==> config.mk <==
export PLATFORM = sky130hd
export DESIGN_NAME = cbs_div
export DESIGN_NICKNAME = d
export VERILOG_FILES = /design/src/hdl/clutter_background_subtract_core_macros.svh /design/src/hdl/cbs_pkg.sv /design/src/hdl/cbs_div.sv
export SDC_FILE = /design/constraint.sdc
export NUM_CORES = 1
export LEC_CHECK = 0
export BUFFER_PORTS_ARGS = -buffer_cell sky130_fd_sc_hd__buf_2
export CORE_ASPECT_RATIO = 0.5
export CORE_UTILIZATION = 45
export DETAILED_ROUTE_END_ITERATION = 8
export PLACE_DENSITY = 0.67
export SLEW_MARGIN = 15
export SYNTH_ARGS = -nofsm -noshare
export SYNTH_HDL_FRONTEND = slang
export SYNTH_SLANG_ARGS = --single-unit
==> constraint.sdc <==
create_clock -name clk -period 3.1 [get_ports clk]
set_input_delay 0.775 -clock clk [delete_from_list [all_inputs] [get_ports clk]]
set_output_delay 0.775 -clock clk [all_outputs]
set_load 0.01 [all_outputs]
==> src/hdl/clutter_background_subtract_core_macros.svh <==
// Assertion macros for the clutter background subtract core.
// Included by the top level; no other dependencies.
`ifndef CLUTTER_BACKGROUND_SUBTRACT_CORE_MACROS_SVH
`define CLUTTER_BACKGROUND_SUBTRACT_CORE_MACROS_SVH

// Same-cycle implication, disabled during reset.
`define CBS_ASSERT_IMP(lbl, ck, rn, ante, cons, msg) \
    lbl: assert property (@(posedge ck) disable iff (!rn) (ante) |-> (cons)) \
        else $error(msg);

// Next-cycle implication, disabled during reset.
`define CBS_ASSERT_NEXT(lbl, ck, rn, ante, cons, msg) \
    lbl: assert property (@(posedge ck) disable iff (!rn) (ante) |=> (cons)) \
        else $error(msg);

`endif

==> src/hdl/cbs_pkg.sv <==
// Shared constants, types and state encoding for the clutter background subtract core.
// No dependencies.
package cbs_pkg;

    localparam int SAMPLE_W   = 16;
    localparam int OUT_W      = SAMPLE_W + 1;
    localparam int MAX_SC     = 256;
    localparam int MAX_WIN    = 64;
    localparam int SC_IDX_W   = $clog2(MAX_SC);
    localparam int NSC_W      = 9;
    localparam int WIN_W      = 7;
    localparam int SLOT_W     = $clog2(MAX_WIN);
    localparam int FRAMES_W   = $clog2(MAX_WIN) + 1;
    // sum of up to MAX_WIN samples, magnitude up to MAX_WIN * 2^(SAMPLE_W-1)
    localparam int SUM_W      = SAMPLE_W + $clog2(MAX_WIN);
    localparam int RING_AW    = SLOT_W + SC_IDX_W;
    localparam int DIV_STEPS  = SUM_W;
    localparam int DIV_CNT_W  = $clog2(DIV_STEPS);
    localparam int REM_W      = FRAMES_W + 1;
    localparam int CFG_IDX_W  = 2;
    localparam int CFG_DATA_W = NSC_W;

    localparam logic [WIN_W-1:0] WINDOW_RESET = WIN_W'(8);
    localparam logic [NSC_W-1:0] SUBC_RESET   = NSC_W'(64);

    localparam logic [CFG_IDX_W-1:0] REG_WINDOW      = CFG_IDX_W'(0);
    localparam logic [CFG_IDX_W-1:0] REG_SUBCARRIERS = CFG_IDX_W'(1);

    typedef enum logic [1:0] {
        ST_IDLE,
        ST_LOAD,
        ST_DIV,
        ST_FINISH
    } cbs_state_t;

    typedef struct packed {
        logic busy;
        logic done;
    } div_sts_t;

endpackage

==> src/hdl/cbs_div.sv <==
// Two-lane restoring divider, one quotient bit per cycle, signed dividend over
// an unsigned divisor with truncation toward zero. Depends on cbs_pkg.
module cbs_div import cbs_pkg::*;
(
    input  logic                    clk,
    input  logic                    rst_n,
    input  logic                    start,
    input  logic [FRAMES_W-1:0]     divisor,
    input  logic signed [SUM_W-1:0] num_re,
    input  logic signed [SUM_W-1:0] num_im,
    output logic signed [SUM_W-1:0] quo_re,
    output logic signed [SUM_W-1:0] quo_im,
    output div_sts_t                sts
);

    logic                 busy_reg;
    logic                 done_reg;
    logic [DIV_CNT_W-1:0] cnt_reg;
    logic [FRAMES_W-1:0]  dsr_reg;
    logic [SUM_W-1:0]     dvd_reg  [2];
    logic [REM_W-1:0]     rem_reg  [2];
    logic                 neg_reg  [2];
    logic [SUM_W-1:0]     dvd_next [2];
    logic [REM_W-1:0]     rem_next [2];
    logic signed [SUM_W-1:0] num [2];

    assign num[0] = num_re;
    assign num[1] = num_im;

    always_comb
    begin
        for (int l = 0; l < 2; l++)
        begin
            logic [REM_W-1:0] trial;
            trial = {rem_reg[l][REM_W-2:0], dvd_reg[l][SUM_W-1]};
            if (trial >= {1'b0, dsr_reg})
            begin
                rem_next[l] = trial - {1'b0, dsr_reg};
                dvd_next[l] = {dvd_reg[l][SUM_W-2:0], 1'b1};
            end
            else
            begin
                rem_next[l] = trial;
                dvd_next[l] = {dvd_reg[l][SUM_W-2:0], 1'b0};
            end
        end
    end

    always_ff @(posedge clk or negedge rst_n)
    begin
        if (!rst_n)
        begin
            busy_reg <= 1'b0;
            done_reg <= 1'b0;
            cnt_reg  <= '0;
        end
        else
        begin
            done_reg <= 1'b0;
            if (start)
            begin
                busy_reg <= 1'b1;
                cnt_reg  <= '0;
            end
            else if (busy_reg)
            begin
                cnt_reg <= cnt_reg + DIV_CNT_W'(1);
                if (cnt_reg == DIV_CNT_W'(DIV_STEPS - 1))
                begin
                    busy_reg <= 1'b0;
                    done_reg <= 1'b1;
                end
            end
        end
    end

    // datapath: dividend register shifts out, quotient bits shift in
    always_ff @(posedge clk)
    begin
        if (start)
        begin
            dsr_reg <= divisor;
            for (int l = 0; l < 2; l++)
            begin
                neg_reg[l] <= num[l][SUM_W-1];
                dvd_reg[l] <= num[l][SUM_W-1] ? SUM_W'(-num[l]) : SUM_W'(num[l]);
                rem_reg[l] <= '0;
            end
        end
        else if (busy_reg)
        begin
            for (int l = 0; l < 2; l++)
            begin
                dvd_reg[l] <= dvd_next[l];
                rem_reg[l] <= rem_next[l];
            end
        end
    end

    assign quo_re   = neg_reg[0] ? SUM_W'(-dvd_reg[0]) : dvd_reg[0];
    assign quo_im   = neg_reg[1] ? SUM_W'(-dvd_reg[1]) : dvd_reg[1];
    assign sts.busy = busy_reg;
    assign sts.done = done_reg;

endmodule
# [Word level (Yosys, flattened, before mapping)]
# Memories as Yosys holds them, arrays and structs flattened.
# Cells that the tools add are included.
[totals] reg_bits=14 ram_bits=62 out_inout_bits=46 wordCells=47 mem_count=3
[memory_table] memory="dvd_reg" depth=2 width=22 read_ports=2 rd_clocked_by_memory_dff=0 wr=2 line="cbs_div.sv:20" source="logic [SUM_W-1:0] dvd_reg [2];"
[memory_table] memory="rem_reg" depth=2 width=8 read_ports=2 rd_clocked_by_memory_dff=0 wr=2 line="cbs_div.sv:21" source="logic [REM_W-1:0] rem_reg [2];"
[memory_table] memory="neg_reg" depth=2 width=1 read_ports=2 rd_clocked_by_memory_dff=0 wr=2 line="cbs_div.sv:22" source="logic neg_reg [2];"
[op_classes] addsub=7 n_lt_le_gt_ge=2 eq_ne=1 n_mux=25 bitwise=4 reduce_logical=1
[ops] op="$mux W22" n=6
[ops] op="$neg A22 Y22" n=4
[ops] op="$mux W8" n=4
[ops] op="$ge A8 B7 Y1" n=2
[ops] op="$sub A8 B7 Y8" n=2
[ops] op="$mux W1" n=13
[ops] op="$mux W5" n=2
[ops] op="$add A5 B1 Y5 const B" n=1
[ops] op="$eq A5 B5 Y1 const B" n=1
[ops] op="$or A1 B1 Y1" n=4
[ops] op="$reduce_bool A2 Y1" n=1

# [Longest topological paths before layout]
# Gate-level depths: netlist of run 1.
[logic_depth] ltp_word=4 mapped_depth=9 depth_no_buf=8

# [Least setup slack after synthesis of run 1]
# Ideal clock, no wire load.
[synth_path] kind="reg2out" from="memory dvd_reg[0][12] (netlist name)" to="output port quo_re[19]" t_arrival_ps=1979 required_time_ps=2325 path_slack_ps=346 path_stages_with_launch=6 path_buffers=0 cell_sequence="edfxtp_1 > or4_1 > or3_1 > or2_1 > o31ai_1 > xnor2_1"
[synth_rtl] element="from (decl)" line="cbs_div.sv:20"
[synth_rtl] element="to (decl)" line="cbs_div.sv:11" source="output logic signed [SUM_W-1:0] quo_re,"

==> results of run 1 <==
-- worst max-delay path: cells and delay by family (launching register included) --
| kind | cells | cell delay (ns) |
|---|---|---|
| and+or+nand+nor | 3 | 1.16 |
| DFF | 1 | 0.39 |
| xor gates and xnor gates | 1 | 0.15 |
| AOI/OAI and AO/OA | 1 | 0.22 |
| buffers and inverters | 1 | 0.15 |
-- Yosys cell counts, drive strengths merged (4+ instances only) --
| master | number |
|---|---|
| o31a | 6 |
| dfrtp | 7 |
| a21oi | 26 |
| o21ai | 79 |
| edfxtp | 67 |
| o311a | 4 |
| o41ai | 14 |
| or2 | 6 |
| nor2b | 7 |
| ha | 20 |
| nand2b | 5 |
| inv | 25 |
| or4 | 12 |
| o21a | 10 |
| a31oi | 4 |
| o31ai | 20 |
| nand2 | 67 |
| xor2 | 45 |
| nand4 | 6 |
| mux2i | 4 |
| or3 | 9 |
| nor2 | 30 |
| clkbuf | 22 |
| nor3 | 10 |
| xnor2 | 39 |
| nand3 | 12 |
| nor4 | 6 |
| buf | 6 |
-- layout by cell type (no fill, tap or decap), types with 7 or more instances in the layout --
cell	instances
sky130_fd_sc_hd__a21oi_1	24
sky130_fd_sc_hd__buf_2	99
sky130_fd_sc_hd__buf_4	19
sky130_fd_sc_hd__clkbuf_16	9
sky130_fd_sc_hd__dfrtp_1	7
sky130_fd_sc_hd__edfxtp_1	67
sky130_fd_sc_hd__ha_1	20
sky130_fd_sc_hd__inv_1	25
sky130_fd_sc_hd__nand2_1	67
sky130_fd_sc_hd__nand3_1	11
sky130_fd_sc_hd__nor2_1	29
sky130_fd_sc_hd__nor3_1	9
sky130_fd_sc_hd__o21a_1	10
sky130_fd_sc_hd__o21ai_0	73
sky130_fd_sc_hd__o31ai_1	14
sky130_fd_sc_hd__o41ai_1	7
sky130_fd_sc_hd__or4_1	8
sky130_fd_sc_hd__xnor2_1	39
sky130_fd_sc_hd__xor2_1	45
-- area by class of cell --
| class | instances | area share (%) |
|---|---|---|
| repair buffers | 119 | 9.89 |
| flip-flops and latches | 74 | 32.9 |
| inverters | 25 | 1.41 |
| well taps | 165 | 3.10 |
| multi-input cells | 458 | 47.7 |
| clock inverters | 6 | 1.60 |
| clock buffers | 10 | 3.44 |
-- report_power, final --
| part | internal (W) | total (W) | switching (W) |
|---|---|---|---|
| combinational | 0.000624 | 0.00141 | 0.000787 |
| sequential | 0.00130 | 0.00144 | 0.000143 |
| clock | 0.000782 | 0.00119 | 0.000409 |
-- through the flow --
| step | util (%) | power [W] | std cells | worst slack, ns | cell area (um2) |
|---|---|---|---|---|---|
| 6_report | 56.2 | 0.00404 | 857 | -0.0746 | 6650 |
| 5_1_grt | 56.2 | 0.00429 | 857 | -0.188 | 6650 |
| 4_1_cts | 55.3 | 0.00402 | 849 | -0.0729 | 6550 |
| 3_5_place_dp | 52.0 | 0.00281 | 831 | 0.156 | 6160 |
| 3_3_place_gp | 52.0 | 0.00278 | 831 | 0.193 | 6160 |
| 2_1_floorplan | - | 0.00239 | 585 | 0.346 | 5490 |
-- metal layers --
| metal | vias up | share of wire [%] | GRT usage (%) |
|---|---|---|---|
| li1 | 2349 | - | - |
| met5 | - | 0 | 0 |
| met4 | 0 | 1.0 | 4.33 |
| met1 | 2165 | 48 | 28.1 |
| met2 | 105 | 46 | 33.2 |
| met3 | 11 | 4.7 | 4.75 |
-- cells by family (layout without fill, tap and decap cells) --
family,after synthesis,in the layout,share of synthesized area (%)
compound gates,172,172,20.8
fa+ha+maj,22,22,5.29
buf+inv,53,160,3.92
xor+xnor,84,84,13.4
flops,74,74,39.9
simple gates,176,176,16.0
mux,4,4,0.730
-- how the worst min path moves through the flow --
stage,from,to,slack [ns],cells past startpoint
after global placement,cnt_reg[3],done_reg,0.50,1
after detailed placement,cnt_reg[3],done_reg,0.52,1
after CTS,rst_n,busy_reg,0.27,1
final,rst_n,busy_reg,0.26,1
after global routing,rst_n,busy_reg,0.26,1
after floorplan,cnt_reg[3],done_reg,0.47,1
-- timing repair --
| item | 4_1_cts | 5_1_grt |
|---|---|---|
| buffers inserted | 2 | 8 |
| pin swaps | 2 | 2 |
| setup endpoints to repair | 7 | 14 |
| resized for setup | 8 | 8 |
| hold buffers | 0 | 0 |
==> summary.md, run 1 <==
| Metric | Value |
|---|---|
| Outcome | `finished, violations left` |
| Hold Crit Class | `in2async` |
| Net Count, Synth | `roughly 660` |
| Worst-path clk slew | `approximately 0.06 ns` |
| Combined area of all synthesized cells | `~5500 um2` |
| Flip-flop cell with the highest count after synthesis | `sky130_fd_sc_hd__edfxtp_1` |
| Achievable Freq | `around 0.32 GHz` |
| Maximum level of the CTS H-tree | `3` |
| Starting Density | `between 40% and 50%` |
| DP HPWL | `9.26 mm` |
| Via count normalized by instance count | `5.40` |
| Main area contributors after synthesis | `sky130_fd_sc_hd__edfxtp_1 (37%), sky130_fd_sc_hd__xor2_1 (7.2%), sky130_fd_sc_hd__o21ai_0 (6.7%)` |
| ANT nets after route | `0` |
| Number of sinks handled by clock tree synthesis | `74` |
| Initial antenna violation count | `0` |
| Largest stage delay on the critical path | `around 0.54 ns` |
| Number of endpoints with negative hold slack in the final report | `0` |
| Number of clock buffers inserted by TritonCTS | `9` |
| Remaining DRCs | `0` |
| Wire length of the first global-routing pass | `just over 20 mm` |
| R2R Setup Slk | `about 0.67 ns` |
| Tightest hold margin | `roughly 0.26 ns` |
| GR Util All Layers | `20.5%` |
| Synthesis-stage register bit count | `74` |
| Final worst slack | `-0.0746 ns` |
| Worst setup SP type | `register` |
| Violation count after the first detailed-routing iteration | `between 300 and 400` |
| Leakage power figure | `roughly 2.7 nW` |
| Worst EP required | `roughly 2.3 ns` |
| Multi-input gate area | `roughly 3200 um2` |
| Layout cell share with drive strength beyond 1 | `24.1%` |
| Buffer levels on the longest clock path | `2` |
| Fraction of the yosys area taken by sequential cells | `between 30% and 40%` |
| Slowest library cell on the worst path | `sky130_fd_sc_hd__or4_4` |
| Count of vias placed by the detailed router | `about 4,600` |
| Relative max-transition margin | `54.6%` |
| Setup CP Type | `reg2out` |
| Critical path endpoint category | `primary output` |
| Total gr overflow | `0` |
| Endpoints failing setup | `4` |
| Pwr dens | `between 600 and 700 nW/um2` |
| Worst clock skew on the final layout | `between 0.008 and 0.009 ns` |
| Critical path origin | `dvd_reg[0][12]` |
| Worst IR Drop VDD | `approximately 0.29 mV` |
| Maximum net fanout on the critical path | `4` |
| Number of global-route vias before repair | `between 4,000 and 5,000` |
| Final routed wire length divided by cell count | `about 15 um` |
| Unrepaired setup endpoints after global routing | `true` |
| Count of port buffers added during placement | `a little under 100` |
| Final estimated routing congestion in global placement | `between 0.8 and 0.9` |
| Total Nets Final | `about 760` |
| Syn Inst Count | `585` |
| Post-Route Setup TNS | `-0.193 ns` |
| Wire length after detailed routing | `around 13 mm` |
| Site row count | `28` |
| Post-synthesis async set-or-reset flop share | `9.46%` |
| Core Area | `11,800 um2` |
| Diodes inserted | `0` |
| Clock period minus worst slack | `roughly 3.2 ns` |
| R2R Path End | `rem_reg[0][1]` |
| Reported max-cap violation count | `0` |
| Mean instance size in the synthesized netlist | `between 9 and 10 um2` |
| Data arrival time of the critical path | `between 2 and 2.5 ns` |
| Cell variety after synth | `49` |
| Final clock period utilization by the worst path | `102%` |
| Ordered list of cells on the worst path | `or4_4 -> or3_4 -> or2_4 -> o41ai_4 -> xnor2_1 -> buf_2` |
| Clock root buffer | `sky130_fd_sc_hd__clkbuf_16` |
| Depth of the most critical reg-to-reg path | `8` |
| Width of the chip | `approximately 160 um` |
| Number of enable-type register cells in the synthesized netlist | `67` |
| Area growth from synthesis to final layout | `21.2%` |
| Filler Cells Inserted | `around 1,100` |
| Capture point of the critical path | `quo_re[17]` |
| Slew at the pin closest to its max-slew limit | `just under 0.7 ns` |
| CTS tree | `built` |
| Synthesis warning total | `0` |
| Die Footprint | `12,700 um2` |
| Launch instance of the worst register-to-register path | `dvd_reg[0][21]` |
| Largest area contributor in the netlist | `sky130_fd_sc_hd__edfxtp_1` |
| First-pass detailed-route iteration total | `4` |
| Die H | `approximately 80 um` |
| Count of pins on the block boundary | `100` |
| Register cell area after layout | `~2200 um2` |
| Clock network latency to the later pin of the worst-skew pair | `0.34 ns` |
| Maximum number of pins on one net before global-route repair | `between 50 and 60` |
| Final max-slew violation count | `0` |
| Failing checks | `setup timing` |
| Fraction of post-synthesis cell area in the top cell type by area | `36.7%` |
| Number of flip-flops under the largest register name | `44` |
Power figures use the tool's default switching activity.
==> run 2: changes to the inputs <==
==> constraint.sdc (replaced) <==
create_clock -name clk -period 4 [get_ports clk]
set_input_delay 1 -clock clk [delete_from_list [all_inputs] [get_ports clk]]
set_output_delay 1 -clock clk [all_outputs]
set_load 0.1 [all_outputs]
==> run 2 against run 1 <==
The flow now finishes without violations. Via count down 1.6%. Combinational power up 27%. Wire length down 3.8%. Register-to-register slack better by 0.89 ns. Clock-buffer cell count down 1. Critical endpoint unchanged. Worst hold slack better by 0.23 ns. Non-clock buffer count down 16. Die area unchanged. Critical path type unchanged.
==> summary.md, run 2 (same netlist as run 1, synthesis figures left out) <==
| Metric | Value |
|---|---|
| Worst EP required | `3.00 ns (was 2.32 ns)` |
| Final max-slew violation count | `0 (unchanged)` |
| Width of the chip | `158 um (unchanged)` |
| Pwr dens | `583 nW/um2 (was 608 nW/um2)` |
| Area growth from synthesis to final layout | `17.3% (was 21.2%)` |
| Relative max-transition margin | `44.6% (was 54.6%)` |
| Slowest library cell on the worst path | `sky130_fd_sc_hd__or4_1 (was sky130_fd_sc_hd__or4_4)` |
| Clock root buffer | `sky130_fd_sc_hd__clkbuf_16 (unchanged)` |
| Starting Density | `46.3% (unchanged)` |
| Worst IR Drop VDD | `0.397 mV (was 0.294 mV)` |
| Worst setup SP type | `register (unchanged)` |
| Slew at the pin closest to its max-slew limit | `0.831 ns (was 0.677 ns)` |
| Maximum number of pins on one net before global-route repair | `55 (was 51)` |
| CTS tree | `built (unchanged)` |
| Worst clock skew on the final layout | `0.00550 ns (was 0.00884 ns)` |
| Clock network latency to the later pin of the worst-skew pair | `0.33 ns (was 0.34 ns)` |
| Placed cell count | `825 (was 831)` |
| Via count normalized by instance count | `5.43 (was 5.40)` |
| Number of flip-flops under the largest register name | `44 (unchanged)` |
| Critical path endpoint category | `primary output (unchanged)` |
| Count of placed standard cells in the final layout, fillers left out | `840 (was 857)` |
| Post-Route Setup TNS | `0 ns (was -0.193 ns)` |
| Share of power burned in the clock network | `22.5% (was 29.5%)` |
| Total Nets Final | `747 (was 763)` |
| Tightest hold margin | `0.497 ns (was 0.264 ns)` |
| Total gr overflow | `0 (unchanged)` |
| Number of endpoints with negative hold slack in the final report | `0 (unchanged)` |
| Number of sinks handled by clock tree synthesis | `74 (unchanged)` |
| Achievable Freq | `between 0.2 and 0.3 GHz` |
| Final worst slack | `0.180 ns (was -0.0746 ns)` |
| Die H | `80.1 um (unchanged)` |
| Violation count after the first detailed-routing iteration | `316 (was 337)` |
| Sequential Power Share | `29.9% (was 35.6%)` |
| Final estimated routing congestion in global placement | `0.834 (was 0.810)` |
| Initial antenna violation count | `0 (unchanged)` |
| Share of the core filled with cells | `54.4% (was 56.2%)` |
| Worst setup slack before clock tree synthesis | `0.537 ns (was 0.156 ns)` |
| Clock period minus worst slack | `roughly 3.8 ns` |
| Leading cell type in the layout, fill and taps excluded | `sky130_fd_sc_hd__buf_2 (unchanged)` |
| Ordered list of cells on the worst path | `or4_1 -> or3_1 -> or2_1 -> o41ai_2 -> xnor2_1 -> buf_2 (was or4_4 -> or3_4 -> or2_4 -> o41ai_4 -> xnor2_1 -> buf_2)` |
| Diodes inserted | `0 (unchanged)` |
| Final routed wire length divided by cell count | `14.5 um (was 14.8 um)` |
| Die Footprint | `12,700 um2 (unchanged)` |
| DP HPWL | `9.03 mm (was 9.26 mm)` |
| First-pass detailed-route iteration total | `4 (unchanged)` |
| Wire length after detailed routing | `12.2 mm (was 12.7 mm)` |
| Remaining DRCs | `0 (unchanged)` |
| Outcome | `finished, final reports clean (was finished, violations left)` |
| Most frequent cells in the layout | `sky130_fd_sc_hd__buf_2 (99), sky130_fd_sc_hd__o21ai_0 (73), sky130_fd_sc_hd__nand2_1 (67), sky130_fd_sc_hd__edfxtp_1 (67), sky130_fd_sc_hd__xor2_1 (45) (unchanged)` |
| Layout cell share with drive strength beyond 1 | `20.3% (was 24.1%)` |
| Unrepaired setup endpoints after global routing | `false (was true)` |
| Core Area | `11,800 um2 (unchanged)` |
| Number of instances resized during post-cts repair | `0 (was 8)` |
| Count of pins on the block boundary | `100 (unchanged)` |
| Wire length of the first global-routing pass | `20.0 mm (was 20.4 mm)` |
| Number of global-route vias before repair | `4,181 (was 4,289)` |
| Depth of the most critical reg-to-reg path | `7 (was 8)` |
| Largest stage delay on the critical path | `0.55 ns (was 0.54 ns)` |
| Switching power | `0.00175 W (was 0.00134 W)` |
| Logic gate share of total power | `47.6% (was 34.9%)` |
| Internal portion of total power | `0.00200 W (was 0.00270 W)` |
| Post CTS Setup Buffer Count | `0 (was 2)` |
| Leakage power figure | `2.58 nW (was 2.68 nW)` |
| Worst-path clk slew | `0.06 ns (about the same)` |
| GR Util All Layers | `20.2% (was 20.5%)` |
| Data arrival time of the critical path | `2.82 ns (was 2.40 ns)` |
| Maximum level of the CTS H-tree | `3 (unchanged)` |
| Count of port buffers added during placement | `99 (unchanged)` |
| Endpoints failing setup | `0 (was 4)` |
| Maximum net fanout on the critical path | `4 (unchanged)` |
| Reported max-cap violation count | `0 (unchanged)` |
| Number of clock buffers inserted by TritonCTS | `9 (unchanged)` |
| Hold buffer count at CTS | `0 (unchanged)` |
| Switching portion of total power | `46.7% (was 33.1%)` |
| Buffer levels on the longest clock path | `2 (unchanged)` |
| Hold Crit Class | `in2async (unchanged)` |
| Count of vias placed by the detailed router | `4,558 (was 4,630)` |
| Final clock period utilization by the worst path | `95.5%` |
| Setup CP Type | `reg2out (unchanged)` |
| ANT nets after route | `0 (unchanged)` |
| Site row count | `28 (unchanged)` |
==> run 2: cell types whose count changed in the layout (fill, tap and decap cells not counted), moves of 2 or more <==
cell                      delta
sky130_fd_sc_hd__buf_4      -17
sky130_fd_sc_hd__o31ai_1     +3
sky130_fd_sc_hd__o31ai_2     -3
sky130_fd_sc_hd__a21oi_1     +2
sky130_fd_sc_hd__a21oi_2     -2
sky130_fd_sc_hd__or3_1       +2
sky130_fd_sc_hd__or3_4       -2
sky130_fd_sc_hd__or4_1       +2
sky130_fd_sc_hd__or4_4       -2
==> run 2: cell type report <==
type / instances / area (um2)
clock buffer: 9 / 225
clock inverter: 6 / 82.6
fill: 1113 / 5400
inverter: 25 / 93.8
multi-input combinational: 458 / 3090
sequential: 74 / 2190
tap: 165 / 206
timing repair buffer: 103 / 551
==> run 2: final timing paths <==
path	from	slack, ns	end
max in group asynchronous	rst_n	3.34	done_reg
hold reg to reg	cnt_reg[3]	0.51	done_reg
min in group clk	cnt_reg[3]	0.51	done_reg
setup reg to reg	dsr_reg[0]	1.56	rem_reg[0][1]
hold / removal	rst_n	0.50	cnt_reg[4]
setup / recovery	dvd_reg[0][12]	0.18	quo_re[17]
==> run 2: routing by layer <==
layer  vias to the layer above  share of wire, %  track usage (%)
li1                       2328                 -                -
met1                      2117                48             26.8
met2                       103                46             33.6
met3                        10               4.8             3.99
met4                         0              0.91             5.29
met5                         -                 0                0
==> run 2: critical path, delay by kind of cell, from the launching register on <==
family | cells | cell delay (ns)
and+or+nand+nor | 3 | 1.22
DFF | 1 | 0.41
buffers and inverters | 1 | 0.44
AOI/OAI and AO/OA | 1 | 0.27
xor gates and xnor gates | 1 | 0.15
==> run 2: metrics by stage <==
step / instance area [um2] / power (W)
after floorplan: 5490 / 0.00260
after global placement: 6130 / 0.00290
after detailed placement: 6130 / 0.00292
after CTS: 6440 / 0.00378
after global routing: 6440 / 0.00395
final: 6440 / 0.00376
==> run 2: power by group through the flow <==
stage	Combinational (W)	Clock [W]	Sequential (W)
floorplan	0.00150	0	0.00110
detailed placement	0.00178	0	0.00114
finish	0.00179	0.000846	0.00112
global placement	0.00177	0	0.00113
global route	0.00192	0.000894	0.00114
CTS	0.00179	0.000860	0.00112
